==> config.mk <==
export PLATFORM = sky130hd
export DESIGN_NAME = lowest_free_seat_allocator_unit
export DESIGN_NICKNAME = d
export VERILOG_FILES = /design/src/hdl/lfsa_pkg.sv /design/src/hdl/lfsa_cell.sv /design/src/hdl/lfsa_enc.sv /design/src/hdl/lowest_free_seat_allocator_unit.sv
export VERILOG_INCLUDE_DIRS = /design/src /design/src/hdl
export SDC_FILE = /design/constraint.sdc
export NUM_CORES = 2
export LEC_CHECK = 0
export ABC_AREA = 1
export BUFFER_PORTS_ARGS = -buffer_cell sky130_fd_sc_hd__clkbuf_2
export CAP_MARGIN = 20
export CORE_UTILIZATION = 60
export DETAILED_ROUTE_END_ITERATION = 7
export HOLD_SLACK_MARGIN = 0.06
export PLACE_DENSITY = 0.76
export SYNTH_ARGS = -nofsm -noshare
export SYNTH_HDL_FRONTEND = slang
export SYNTH_SLANG_ARGS = --single-unit
==> constraint.sdc <==
create_clock -name clk -period 8.7 [get_ports clk]
set_input_delay 1.305 -clock clk [delete_from_list [all_inputs] [get_ports clk]]
set_output_delay 1.305 -clock clk [all_outputs]
set_load 0.005 [all_outputs]
==> src/hdl/lowest_free_seat_allocator_unit_macros.svh <==
// Assertion macros shared by the seat allocator RTL.
// Each macro expects signals named clk and arst_n in the scope where it is used.
`ifndef LOWEST_FREE_SEAT_ALLOCATOR_UNIT_MACROS_SVH
`define LOWEST_FREE_SEAT_ALLOCATOR_UNIT_MACROS_SVH

// Same-cycle implication, checked once reset is released.
`define LFSA_ASSERT_NOW(label, ante, cons) \
	label: assert property (@(posedge clk) disable iff (!arst_n) (ante) |-> (cons)) \
		else $error("seat allocator: same-cycle check failed");

// Next-cycle implication, checked once reset is released.
`define LFSA_ASSERT_NEXT(label, ante, cons) \
	label: assert property (@(posedge clk) disable iff (!arst_n) (ante) |=> (cons)) \
		else $error("seat allocator: next-cycle check failed");

`endif

==> src/hdl/lfsa_pkg.sv <==
`default_nettype none

package lfsa_pkg;

	localparam int TIME_FIELD_W = 20;
	localparam int SEAT_IDX_W   = 6;

	typedef struct packed {
		logic [TIME_FIELD_W-1:0] arrival_time;
		logic [TIME_FIELD_W-1:0] leave_time;
	} req_word_t;

	typedef struct packed {
		logic [SEAT_IDX_W-1:0] seat_index;
		logic                  none_free;
	} rsp_word_t;

	// Commands broadcast from the sequencer to every seat cell.
	typedef struct packed {
		logic release_check;
		logic grant;
	} cell_ctl_t;

	typedef enum logic [1:0] {
		ST_IDLE,
		ST_GRANT,
		ST_HOLD
	} alloc_state_t;

endpackage

`default_nettype wire

==> src/hdl/lfsa_cell.sv <==
`default_nettype none

module lfsa_cell #(
	parameter int TIME_BITS = 20
) (
	input  wire logic                 clk,
	input  wire logic                 arst_n,
	input  wire lfsa_pkg::cell_ctl_t  ctl,
	input  wire logic [TIME_BITS-1:0] arrival,
	input  wire logic [TIME_BITS-1:0] leave,
	input  wire logic                 found_in,
	output logic                      found_out,
	output logic                      take
);
	import lfsa_pkg::*;

	logic                 busy_q;
	logic [TIME_BITS-1:0] release_q;
	logic                 free;

	// A free seat claims the grant unless a lower neighbour has already done so.
	assign free      = !busy_q;
	assign take      = free && !found_in;
	assign found_out = found_in || free;

	always_ff @(posedge clk or negedge arst_n) begin
		if (!arst_n) begin
			busy_q <= 1'b0;
		end else if (ctl.release_check && busy_q && (release_q <= arrival)) begin
			busy_q <= 1'b0;
		end else if (ctl.grant && take) begin
			busy_q <= 1'b1;
		end
	end

	always_ff @(posedge clk) begin
		if (ctl.grant && take) begin
			release_q <= leave;
		end
	end

endmodule

`default_nettype wire

==> src/hdl/lfsa_enc.sv <==
`default_nettype none

module lfsa_enc #(
	parameter int SEAT_COUNT = 64
) (
	input  wire logic [SEAT_COUNT-1:0] grant,
	input  wire logic                  none_free,
	output lfsa_pkg::rsp_word_t        word
);
	import lfsa_pkg::*;

	logic [SEAT_IDX_W-1:0] idx;

	// The grant vector is one-hot or empty, so an OR of the seat numbers encodes it.
	always_comb begin
		idx = '0;
		for (int s = 0; s < SEAT_COUNT; s++) begin
			if (grant[s]) begin
				idx = idx | SEAT_IDX_W'(s);
			end
		end
		word.seat_index = idx;
		word.none_free  = none_free;
	end

endmodule

`default_nettype wire

==> src/hdl/lowest_free_seat_allocator_unit.sv <==
// Lowest free seat allocator.
// The req channel carries one word per request: an arrival time and a leave time,
// with arrival times expected in nondecreasing order. The rsp channel returns one
// word per request: the lowest-numbered seat granted, or none_free set (and seat
// index zero) when every seat is still occupied.
// Both channels use valid and stall; a word moves at a rising edge with valid
// high and stall low.
// At the accepting edge every occupied seat whose release time is at or before
// the arrival is freed. In the following cycle the seat cells pick and claim the
// lowest free seat, and the grant is registered. The result word is then loaded
// into the output register once that register is free, which raises rsp_valid.
// A new request is taken while idle or at the same edge at which the previous
// result is loaded, so no request is accepted during a grant pass; the free and
// grant passes run through the row of seat cells.
// When rsp is stalled the finished result waits in the output register and the
// next request may still be accepted and processed; it then holds until the
// output register empties.
// Reset clears every occupancy flag at once, so all seats are free right after
// reset and requests may be accepted as soon as reset is released.

`default_nettype none

`include "lowest_free_seat_allocator_unit_macros.svh"

module lowest_free_seat_allocator_unit #(
	parameter int SEAT_COUNT = 64,
	parameter int TIME_BITS  = 20
) (
	input  wire logic                clk,
	input  wire logic                arst_n,
	input  wire logic                req_valid,
	output logic                     req_stall,
	input  wire lfsa_pkg::req_word_t req,
	output logic                     rsp_valid,
	input  wire logic                rsp_stall,
	output lfsa_pkg::rsp_word_t      rsp
);
	import lfsa_pkg::*;

	alloc_state_t          state_q;
	alloc_state_t          state_d;

	logic                  req_acc;
	logic                  slot_free;
	logic                  load_rsp;

	// Request fields reduced or extended to the internal time width.
	logic [TIME_BITS-1:0]  arrival;
	logic [TIME_BITS-1:0]  leave_q;

	cell_ctl_t             ctl;
	logic [SEAT_COUNT:0]   found;
	logic [SEAT_COUNT-1:0] take;

	// Snapshot of the grant pass, encoded in the following cycle.
	logic [SEAT_COUNT-1:0] grant_q;
	logic                  none_free_q;

	rsp_word_t             enc_word;
	logic                  rsp_valid_q;
	rsp_word_t             rsp_q;

	assign arrival   = TIME_BITS'(req.arrival_time);
	assign slot_free = !rsp_valid_q || !rsp_stall;
	assign load_rsp  = (state_q == ST_HOLD) && slot_free;
	assign req_stall = !((state_q == ST_IDLE) || load_rsp);
	assign req_acc   = req_valid && !req_stall;

	// The free pass runs at the accepting edge; the grant pass in the following cycle.
	assign ctl.release_check = req_acc;
	assign ctl.grant         = (state_q == ST_GRANT);

	// The found chain ripples upward from seat zero; the first free seat wins.
	assign found[0] = 1'b0;

	for (genvar s = 0; s < SEAT_COUNT; s++) begin : g_seat
		lfsa_cell #(
			.TIME_BITS(TIME_BITS)
		) u_cell (
			.clk      (clk),
			.arst_n   (arst_n),
			.ctl      (ctl),
			.arrival  (arrival),
			.leave    (leave_q),
			.found_in (found[s]),
			.found_out(found[s+1]),
			.take     (take[s])
		);
	end

	always_ff @(posedge clk) begin
		if (req_acc) begin
			leave_q <= TIME_BITS'(req.leave_time);
		end
		if (state_q == ST_GRANT) begin
			grant_q     <= take;
			none_free_q <= !found[SEAT_COUNT];
		end
	end

	lfsa_enc #(
		.SEAT_COUNT(SEAT_COUNT)
	) u_enc (
		.grant    (grant_q),
		.none_free(none_free_q),
		.word     (enc_word)
	);

	always_ff @(posedge clk or negedge arst_n) begin
		if (!arst_n) begin
			state_q <= ST_IDLE;
		end else begin
			state_q <= state_d;
		end
	end

	always_comb begin
		state_d = state_q;
		unique case (state_q)
			ST_IDLE: begin
				if (req_acc) begin
					state_d = ST_GRANT;
				end
			end
			ST_GRANT: begin
				state_d = ST_HOLD;
			end
			ST_HOLD: begin
				if (slot_free) begin
					state_d = req_acc ? ST_GRANT : ST_IDLE;
				end
			end
			default: begin
				state_d = ST_IDLE;
			end
		endcase
	end

	// The output register keeps a finished word until the receiver takes it.
	always_ff @(posedge clk or negedge arst_n) begin
		if (!arst_n) begin
			rsp_valid_q <= 1'b0;
		end else if (load_rsp) begin
			rsp_valid_q <= 1'b1;
		end else if (!rsp_stall) begin
			rsp_valid_q <= 1'b0;
		end
	end

	always_ff @(posedge clk) begin
		if (load_rsp) begin
			rsp_q <= enc_word;
		end
	end

	assign rsp_valid = rsp_valid_q;
	assign rsp       = rsp_q;

	// A granted word carries exactly one seat, a refused one carries none.
	`LFSA_ASSERT_NOW(a_grant_shape, state_q == ST_HOLD, none_free_q ? (grant_q == '0) : $onehot(grant_q))
	// Every accepted request goes straight into its grant pass.
	`LFSA_ASSERT_NEXT(a_acc_to_grant, req_acc, state_q == ST_GRANT)
	// A result loaded into a free output slot is offered in the next cycle.
	`LFSA_ASSERT_NEXT(a_load_shows, load_rsp, rsp_valid)

endmodule

`default_nettype wire
==> results by group <==
STA
  • Setup TNS after final layout: 0 ns
  • Final max-slew violation count: 0
  • Crit share post-route: 74.4%
  • Rel. slew slack: 22.9%
  • Final-report hold violation count: 0
  • Max Clk Rate: about 150 MHz
  • Least-Margin Pin Slew: 1.16 ns
  • Post-route clock skew: 0.0302 ns
  • Setup repair after global routing missed its margin: no
  • Hold slack final: ~0.45 ns
  • Final setup violation count: 0
  • Shortest period the worst path allows: 6.47 ns

Critical path
  • Endpoint required time on the critical path: 9.09 ns
  • Most repeated library cell on the critical path: sky130_fd_sc_hd__nor2_2
  • CP startpoint kind: flop
  • Critical path's largest stage delay: 0.63 ns
  • CP Buf/Inv Count: 1
  • Worst reg-to-reg setup slack: 2.23 ns
  • Critical path fanouts, max: 20
  • Worst setup path class: reg -> reg
  • CP max-delay cell: sky130_fd_sc_hd__inv_1
  • Top cell family by delay on the critical path: simple AND/OR/NAND/NOR gates
  • Crit path arrival time: between 6 and 7 ns
  • Endpoint class of the critical path: flop

CTS
  • Clock latency at the later pin of the worst-skew pair: 0.77 ns
  • Maximum clock insertion buffer count: 3
  • Post-CTS setup buffer count: 0
  • CTS H-Tree Depth: 4
  • Clock-pin slew on the worst setup and hold paths: around 0.060 ns
  • Number of clock buffers inserted by TritonCTS: around 150
  • TritonCTS clock tree: built
  • Clk Tree Root Cell: sky130_fd_sc_hd__clkbuf_16
  • Cells resized by post-CTS repair: 0
  • Clock tree sinks: between 1,000 and 1,500
  • Post-CTS Hold Fix Bufs: 0

Finish
  • Number of standard cells in the final layout excluding fillers: 7,490
  • Final Net Count: 7,081
  • Layout cell share with drive strength beyond 1: between 7 and 8%
  • Final core utilization: 66.7%
  • Leading cell type in the layout, fill and taps excluded: sky130_fd_sc_hd__edfxtp_1
  • Area Overhead vs Synth: 10.3%
  • Most used cells in the layout excluding fill and tap cells: sky130_fd_sc_hd__edfxtp_1 (1,371), sky130_fd_sc_hd__ha_1 (1,280), sky130_fd_sc_hd__a21oi_1 (577)

Placed design
  • Number of I/O port buffers: 52
  • Final GP Congestion: 0.903
  • DPL Wire Length: about 110 mm
  • Dpl cells: roughly 7,200

Drt
  • Wire length per cell: about 26 um
  • Total wire length after detailed routing: 197 mm
  • Remaining DRCs: 0
  • Vias per cell: 6.46
  • Antenna viol nets, final: 0
  • First-pass iteration count of the detailed router: 5
  • Via count: between 40,000 and 50,000
  • Violation count after the first detailed-routing iteration: roughly 5,600

Die
  • Full die area: about 120,000 um^2
  • Initial Util: 60.5%
  • Number of top-level pins: 53
  • Die width: 350 um
  • Core ar.: 120,000 um^2
  • Die height: 350 um
  • Site row count: roughly 130

Logic synthesis
  • Yosys warnings: 0
  • Number of instances in the synthesized netlist: between 5,000 and 6,000
  • Distinct cell type count after synthesis: 38
  • Sequential fraction of the synthesis area: 58.9%
  • Mapped Avg Cell Area: 13.2 um^2
  • Top_reg_cell synth: sky130_fd_sc_hd__edfxtp_1
  • Post-synthesis async set-or-reset flop share: between 4 and 5%
  • Synthesized Nets: 6,822
  • Post-Syn Area: 72,700 um^2
  • Seq cells post-synth: 1,438
  • Number of enable flip-flop cells after synthesis: ~1,400

GRT
  • Initial antenna violation count: 8
  • Largest net degree at the start of global routing: 70
  • Wire length of the first global-routing pass: 290 mm
  • Via count of the first global-routing pass: roughly 48,000
  • Leftover overflow at the end of global routing: 0
  • Total global-route track usage: about a third

Min path
  • Worst min-delay path class: in -> async

Power and ir drop
  • Leak: 31.5 nW
  • VDD IR-drop max: between 0.2 and 0.25 mV
  • Total power divided by cell area: 207 nW/um^2

Status
  • Result of the run: complete, no violations

Flow run
  • Number of violations of the max-capacitance limit: 0
[stage by stage]
stage	power [mW]	setup WS (ns)	area (um^2)
floorplan	9.34	4.07	72700
global placement	10.5	2.51	75500
detailed placement	10.5	2.37	75500
CTS	16.6	2.27	80200
global route	17.0	1.81	80200
finish	16.6	2.23	80200
[synth_stat cells (all sizes together), types with 32 or more instances]
cell	instances	area (um^2)
o21a	39	293
a21oi	577	2890
nor3	49	245
a2111oi	32	280
nor2	416	1610
nand4	206	1380
dfrtp	67	1680
nand3	109	546
nand2	567	2140
nand3b	64	480
inv	334	1250
nor4	46	288
edfxtp	1371	41200
a211oi	56	420
ha	1280	16000
o21ai	105	526
[final cells by class]
type,instances,area [um^2]
Sequential cell,1438,42800
Fill cell,8280,39900
Multi-Input combinational cell,3714,28600
Clock buffer,206,4180
Tap cell,1612,2020
Inverter,334,1300
Timing Repair Buffer,117,753
Clock inverter,68,485
Antenna cell,1,2.50
[final timing paths]
path | endpoint | cells after the start | from
worst max-delay path | g_seat[63].u_cell.release_q[12] | 34 | g_seat[1].u_cell.busy_q
worst min-delay path | g_seat[45].u_cell.busy_q | 1 | arst_n
worst max register to register | g_seat[63].u_cell.release_q[12] | 34 | g_seat[1].u_cell.busy_q
worst min register to register | g_seat[14].u_cell.busy_q | 2 | g_seat[14].u_cell.busy_q
max in group asynchronous | g_seat[59].u_cell.busy_q | 2 | arst_n
min in group clk | g_seat[14].u_cell.busy_q | 2 | g_seat[14].u_cell.busy_q
[registers in the layout, indices dropped and copies added (netlist names)]
name / flops
rsp_valid: 1
grant_q: 63
none_free_q: 1
leave_q: 20
rsp: 7
g_seat.u_cell.release_q: 1280
g_seat.u_cell.busy_q: 64
state_q: 2
[cells by family after synthesis]
group                      count (synthesis)  synth area share, %
adders and majority gates               1280                 22.0
AOI/OAI and AO/OA                        948                 7.78
buffers and inverters                    346                 1.79
and+or+nand+nor                         1486                 9.49
DFF                                     1438                 58.9
[layer usage]
metal | wire, um | global-route usage [%] | vias up | part of all wire, %
li1 | - | - | 21654 | -
met1 | 77900 | 43.6 | 23752 | 39
met2 | 91900 | 52.9 | 2434 | 47
met3 | 19400 | 5.31 | 532 | 9.8
met4 | 8020 | 12.9 | 2 | 4.1
met5 | 13 | 0 | - | 0.0066
[power by group]
group	switching (mW)	internal (mW)	total [mW]
clock	2.65	3.52	6.17
sequential	0.148	8.14	8.28
combinational	1.73	0.439	2.17
total	4.53	12.1	16.6
(Power assumes the default switching activity.)
